## config.mk

```make
export PLATFORM = sky130hd
export DESIGN_NAME = mlhmq_ctrl
export DESIGN_NICKNAME = d
export VERILOG_FILES = /design/src/hdl/mlhmq_pkg.sv /design/src/hdl/mlhmq_ctrl.sv
export SDC_FILE = /design/constraint.sdc
export NUM_CORES = 1
export LEC_CHECK = 0
export BUFFER_PORTS_ARGS = -buffer_cell sky130_fd_sc_hd__buf_2
export CAP_MARGIN = 20
export CORE_MARGIN = 2
export CORE_UTILIZATION = 44
export DETAILED_ROUTE_END_ITERATION = 8
export PLACE_DENSITY_LB_ADDON = 0.15
export SKIP_LAST_GASP = 1
export SYNTH_ARGS = -nofsm -noshare
export SYNTH_HDL_FRONTEND = slang
export SYNTH_SLANG_ARGS = --single-unit
```

## constraint.sdc

```tcl
create_clock -name clock -period 3.4 [get_ports clock]
set_clock_uncertainty 0.05 [all_clocks]
set_input_delay 1.02 -clock clock [delete_from_list [all_inputs] [get_ports clock]]
set_output_delay 1.02 -clock clock [all_outputs]
set_load 0.05 [all_outputs]
```

## src/hdl/mlhmq_pkg.sv

```systemverilog
// ----------------------------------------------------------------------------
// mlhmq_pkg
// Shared types and constants for the monotone line hull minimum query block.
// ----------------------------------------------------------------------------
package mlhmq_pkg;

   localparam logic [1:0] ST_OK    = 2'd0;
   localparam logic [1:0] ST_EMPTY = 2'd1;
   localparam logic [1:0] ST_FULL  = 2'd2;

   localparam logic REQ_ADD   = 1'b0;
   localparam logic REQ_QUERY = 1'b1;

   localparam logic [1:0] ADR_TAIL  = 2'd0;
   localparam logic [1:0] ADR_Y     = 2'd1;
   localparam logic [1:0] ADR_X     = 2'd2;
   localparam logic [1:0] ADR_FRONT = 2'd3;

   localparam logic signed [63:0] BP_INF     = 64'sh7FFF_FFFF_FFFF_FFFF;
   localparam logic signed [63:0] BP_NEG_INF = 64'sh8000_0000_0000_0001;

   typedef struct packed {
      logic       load;
      logic       rd_en;
      logic [1:0] addr_sel;
      logic       wr_line;
      logic       wr_bp;
      logic       append;
      logic       held_dec;
      logic       succ_clr;
      logic       first_clr;
      logic       y_dec;
      logic       bp_inf;
      logic       bp_eq;
      logic       div_start;
      logic       div_take;
      logic       front_pop;
      logic       mul;
      logic       qadd;
      logic       set_full;
      logic       set_empty;
      logic       out_load;
   } cmd_type;

   typedef struct packed {
      logic op;
      logic held_full;
      logic held_zero;
      logic held_gt1;
      logic first;
      logic succ;
      logic slope_eq;
      logic bp_lt;
      logic bpx_ge_inf;
      logic y_is_one;
      logic front_lt;
      logic div_done;
   } sts_type;

endpackage

```

## src/hdl/mlhmq_ctrl.sv

```systemverilog
// ----------------------------------------------------------------------------
// mlhmq_ctrl
// Sequencer for add pruning and query popping; owns the handshakes.
// ----------------------------------------------------------------------------
module mlhmq_ctrl (
   input  logic                clock,
   input  logic                reset,
   input  logic                req_valid,
   output logic                req_ready,
   output logic                rsp_valid,
   input  logic                rsp_ready,
   input  mlhmq_pkg::sts_type  sts,
   output mlhmq_pkg::cmd_type  cmd
);

   localparam logic [3:0] S_IDLE = 4'd0;
   localparam logic [3:0] S_DISP = 4'd1;
   localparam logic [3:0] S_RDX  = 4'd2;
   localparam logic [3:0] S_CHK  = 4'd3;
   localparam logic [3:0] S_CMP  = 4'd4;
   localparam logic [3:0] S_DIV  = 4'd5;
   localparam logic [3:0] S_WRBP = 4'd6;
   localparam logic [3:0] S_QRD  = 4'd7;
   localparam logic [3:0] S_QCHK = 4'd8;
   localparam logic [3:0] S_QADD = 4'd9;
   localparam logic [3:0] S_FIN  = 4'd10;

   logic [3:0] state_ff, state_in;
   logic       vld_ff, vld_in;

   always_comb begin
      state_in = state_ff;
      vld_in   = vld_ff & ~rsp_ready;
      cmd      = '0;
      unique case (state_ff)
         S_IDLE: begin
            if (req_valid) begin
               cmd.load = 1'b1;
               state_in = S_DISP;
            end
         end
         S_DISP: begin
            if (sts.op == mlhmq_pkg::REQ_ADD) begin
               if (sts.held_full) begin
                  cmd.set_full = 1'b1;
                  state_in     = S_FIN;
               end else begin
                  cmd.append   = 1'b1;
                  cmd.wr_line  = 1'b1;
                  cmd.addr_sel = mlhmq_pkg::ADR_TAIL;
                  state_in     = sts.held_zero ? S_FIN : S_RDX;
               end
            end else begin
               if (sts.held_zero) begin
                  cmd.set_empty = 1'b1;
                  state_in      = S_FIN;
               end else begin
                  state_in = S_QRD;
               end
            end
         end
         S_RDX: begin
            cmd.rd_en    = 1'b1;
            cmd.addr_sel = mlhmq_pkg::ADR_X;
            state_in     = S_CHK;
         end
         S_CHK: begin
            if (sts.first) begin
               state_in = S_CMP;
            end else if (sts.bp_lt) begin
               state_in = S_FIN;
            end else begin
               cmd.held_dec = 1'b1;
               cmd.addr_sel = mlhmq_pkg::ADR_Y;
               if (sts.succ) begin
                  cmd.wr_line = 1'b1;
                  state_in    = S_CMP;
               end else begin
                  cmd.bp_inf = 1'b1;
                  state_in   = S_WRBP;
               end
            end
         end
         S_CMP: begin
            if (sts.slope_eq) begin
               cmd.bp_eq = 1'b1;
               state_in  = S_WRBP;
            end else begin
               cmd.div_start = 1'b1;
               state_in      = S_DIV;
            end
         end
         S_DIV: begin
            if (sts.div_done) begin
               cmd.div_take = 1'b1;
               state_in     = S_WRBP;
            end
         end
         S_WRBP: begin
            cmd.wr_bp     = 1'b1;
            cmd.addr_sel  = mlhmq_pkg::ADR_X;
            cmd.y_dec     = 1'b1;
            cmd.first_clr = 1'b1;
            if (sts.first && sts.bpx_ge_inf) begin
               cmd.held_dec = 1'b1;
               cmd.succ_clr = 1'b1;
            end
            state_in = sts.y_is_one ? S_FIN : S_RDX;
         end
         S_QRD: begin
            cmd.rd_en    = 1'b1;
            cmd.addr_sel = mlhmq_pkg::ADR_FRONT;
            state_in     = S_QCHK;
         end
         S_QCHK: begin
            if (sts.held_gt1 && sts.front_lt) begin
               cmd.front_pop = 1'b1;
               state_in      = S_QRD;
            end else begin
               cmd.mul  = 1'b1;
               state_in = S_QADD;
            end
         end
         S_QADD: begin
            cmd.qadd = 1'b1;
            state_in = S_FIN;
         end
         S_FIN: begin
            if (!vld_ff || rsp_ready) begin
               cmd.out_load = 1'b1;
               vld_in       = 1'b1;
               state_in     = S_IDLE;
            end
         end
         default: state_in = S_IDLE;
      endcase
   end

   always_ff @(posedge clock) begin
      if (reset) begin
         state_ff <= S_IDLE;
         vld_ff   <= 1'b0;
      end else begin
         state_ff <= state_in;
         vld_ff   <= vld_in;
      end
   end

   assign req_ready = (state_ff == S_IDLE);
   assign rsp_valid = vld_ff;

endmodule

```

==> results.txt <==
Tracing the worst setup path back leads to its startpoint at state_ff[1]. The number of global-route vias before repair was between 600 and 700. The routed layout has between 700 and 800 vias.

The data arrival at the endpoint of the critical path is just under 2000 ps. IR analysis of the VDD net gives a maximum drop of ~430 uV. Global routing used under 10% of the available met3 tracks. On the critical path, the stage with the largest delay is an instance of sky130_fd_sc_hd__or4b_4. The initial antenna violation count is 0. In this run the number of H-tree levels came out at 1. The height of the die is between 40 and 50 um. After detailed routing, the number of vias per cell comes to ~5.6. The relative slew slack came out at roughly 64%.

STA classifies the critical path endpoint as a primary output. The minimum setup slack among reg-to-reg paths is between 1500 and 2000 ps. Synthesis produced 89 cells. The first detailed-routing pass took 4 iterations. The maximum buffer depth of the clock tree came out at 2. The sum of routed wire length over all layers is roughly 1700 um. At the pin with the least slew margin, the transition time is about 540 ps. The met1 layer usage reported by global route came out at a little over a quarter.

The final sum of negative setup slack is 0 ps. The aggregate global-route resource usage is slightly above 20%. The number of stages on the worst hold path is 2. In this run the most critical hold path is launched from rsp_valid. The first global-routing pass estimated 2829 um of wire. The number of setup violations in the final report came out at 0. In this run, CTS created clock tree buffers numbering 3. After synthesis the cells add up to 623.1 um^2. Dividing total power by cell area gives a power density of 904.3 nW/um^2. The cell chosen for the clock root is sky130_fd_sc_hd__clkbuf_4. The post-route clock period utilization came out at 88.43%. TritonCTS built the clock tree. The source of the worst register-to-register timing path is state_ff[1]. Measured along the x axis, the die boundary spans around 42 um. Cells with a size suffix above 1 make up ~43% of the layout. The final-report hold violation count was 0. The initial detailed-routing violation count came out at 28. The count of cell types in the netlist is 33. The longest individual stage delay on the worst path came out at roughly 640 ps.

The floorplan has 13 rows. The synthesis warning total came out at 0. The setup fix buffers added after clock tree synthesis is 0. The area overhead of the layout relative to synthesis came out at 37.75%. The detailed-placement wirelength estimate came out at ~1400 um. 39 I/O pins were placed. The post-synthesis register bit count is 5. Derived from the worst setup path, the maximum achievable clock frequency is 332.6 MHz.

Summed over all cells, the static leakage comes to 0.4617 nW. The starting utilization of the core area is about 47%. The worst setup path is launched from a register.

The pin count of the biggest net entering global routing is 18. The run finished with clean final reports. The mean area per synthesized cell came out at about 7 um^2. The area inside the core boundary came out at ~1300 um^2. The global-route met2 utilization is around 34%. In this run the tool buffered the top-level ports with 38 buffer cells. The worst flop-to-flop path endpoint is state_ff[0].

The setup slack after layout is 393.3 ps. The average wire per cell in the routed design is 12.31 um. The source-to-sink clock delay at the later pin of the worst-skew pair came out at roughly 240 ps. The count of hold-fix buffers inserted at cts came out at 0.

The global routing stage identified its most utilized layer as met2. The required time reported for the critical path endpoint came out at between 2000 and 2500 ps. The sequential cell area fraction in the yosys report is 16.06%. Traced cell by cell, the critical path runs through or4b_4 > nor3_2 > o21bai_1 > buf_2. The peak fanout along the critical path came out at 17. The number of cell instances on the worst register-to-register path came out at 4. The number of antenna cells inserted is 0. The max-slew violation count is 0. The clock net in this run drives a total of 5 sinks.

The final critical path time including I/O delays and setup came out at 3007 ps. The pre-CTS setup slack came out at roughly 460 ps. Max-cap violations in this run came to 0.

The leftover overflow at the end of global routing came out at 0. The net count after synthesis is around 110. The share of async-settable or async-resettable flops after synthesis came out at 0%. The classification of the worst setup path is reg -> out. The number of nets still failing antenna checks after routing came out at 0. The most frequently used flop master after synthesis is sky130_fd_sc_hd__dfxtp_1. The path category of the worst min-delay check is reg -> reg. The clock transition at the register clock pins on the worst setup and hold paths after CTS is 40 ps. Setup repair after global routing left no endpoint under its margin.

The floorplan die area came out at 1733 um^2. After the last flow step, the layout net total stands at 143. The global placer's final weighted congestion came out at 0.8818.

The end of the worst hold path is rsp_valid. In the routed design, unresolved DRC markers number 0. The number of enable flip-flop cells after synthesis came out at 0.

The count of instances resized after the clock tree is built came out at 0.
-- how the worst max path moves through the flow --
stage,to,cells past startpoint
global placement,cmd[16],5
detailed placement,cmd[16],5
CTS,cmd[16],4
finish,cmd[16],4
floorplan,cmd[16],2
global route,cmd[16],4
-- metrics by stage --
| step | std cells | area (um^2) | utilization (%) | total power, W | hold WS, ps |
|---|---|---|---|---|---|
| after floorplan | 89 | 645.6 | - | 0.0005890 | 556.2 |
| after global placement | 137 | 832.0 | 63.15 | 0.0006998 | 474.8 |
| after detailed placement | 137 | 832.0 | 63.15 | 0.0007049 | 474.4 |
| after CTS | 141 | 858.3 | 65.15 | 0.0007763 | 483.0 |
| after global routing | 141 | 858.3 | 65.15 | 0.0008316 | 521.6 |
| final | 141 | 858.3 | 65.15 | 0.0007762 | 479.0 |
-- area by class of cell --
cell class | instances | area (um^2)
inverters | 5 | 18.77
clock buffers | 4 | 26.28
flip-flops and latches | 5 | 100.1
fillers | 131 | 459.2
repair buffers | 41 | 212.7
multi-input cells | 71 | 481.7
well taps | 15 | 18.77
-- cell usage in the layout (no fill, tap or decap), drive strengths merged --
cell and n:
a21oi 7, o221ai 1, dfxtp 5, a221oi 2, o21bai 1, a21o 1, o21ai 1, and3 3
nand2 8, buf 41, o31a 2, nor3 5, a32oi 1, nor2b 4, clkbuf 4, and2 1
o32ai 1, nor2 9, nand3 5, a22o 1, o211a 2, a21boi 1, nor4 2, a31oi 1
nand4bb 1, nand2b 6, o211ai 1, inv 5, nor3b 3, or4b 1
-- cell families after synthesis --
group                  after synthesis  share of synthesized area (%)
AND/OR/NAND/NOR                     48                          45.38
AO/OA/AOI/OAI                       23                          28.32
buffers and inverters               13                          10.24
flip-flops                           5                          16.06
-- report_power, final --
part | leakage, nW | internal (W) | switching, W
Clock | 0.0150 | 0.0000443 | 0.0000241
Combinational | 0.406 | 0.000189 | 0.000397
Sequential | 0.0409 | 0.0000801 | 0.0000421
Total | 0.462 | 0.000313 | 0.000463
-- Yosys cell counts, types with 2 or more instances --
| cell | number | area [um^2] |
|---|---|---|
| sky130_fd_sc_hd__buf_4 | 2 | 15.01 |
| sky130_fd_sc_hd__clkbuf_1 | 5 | 18.77 |
| sky130_fd_sc_hd__a221oi_1 | 2 | 17.52 |
| sky130_fd_sc_hd__nand3_1 | 5 | 25.02 |
| sky130_fd_sc_hd__nor3_1 | 5 | 25.02 |
| sky130_fd_sc_hd__o211a_1 | 2 | 20.02 |
| sky130_fd_sc_hd__nor2b_1 | 4 | 25.02 |
| sky130_fd_sc_hd__nand2b_1 | 6 | 37.54 |
| sky130_fd_sc_hd__nor2_1 | 9 | 33.78 |
| sky130_fd_sc_hd__and3_1 | 3 | 18.77 |
| sky130_fd_sc_hd__a21oi_1 | 6 | 30.03 |
| sky130_fd_sc_hd__nand2_1 | 8 | 30.03 |
| sky130_fd_sc_hd__nor3b_2 | 2 | 25.02 |
| sky130_fd_sc_hd__inv_1 | 5 | 18.77 |
| sky130_fd_sc_hd__o31a_1 | 2 | 17.52 |
| sky130_fd_sc_hd__dfxtp_1 | 5 | 100.1 |
| sky130_fd_sc_hd__nor4_1 | 2 | 12.51 |
-- registers in the layout, indices dropped and copies added (netlist names) --
signal     cells
rsp_valid      1
state_ff       4
-- worst max-delay path, delay by kind of cell (launching register included) --
kind | cells | cell delay, ps
flops | 1 | 470
buf+inv | 1 | 280
simple gates | 2 | 810
compound gates | 1 | 140
-- routing by layer --
layer	wire length, um	up-vias
met5	0	-
met4	17	0
met3	128	2
met2	838	35
met1	753	361
li1	-	396
No activity file was read; power rests on OpenSTA's default activity.
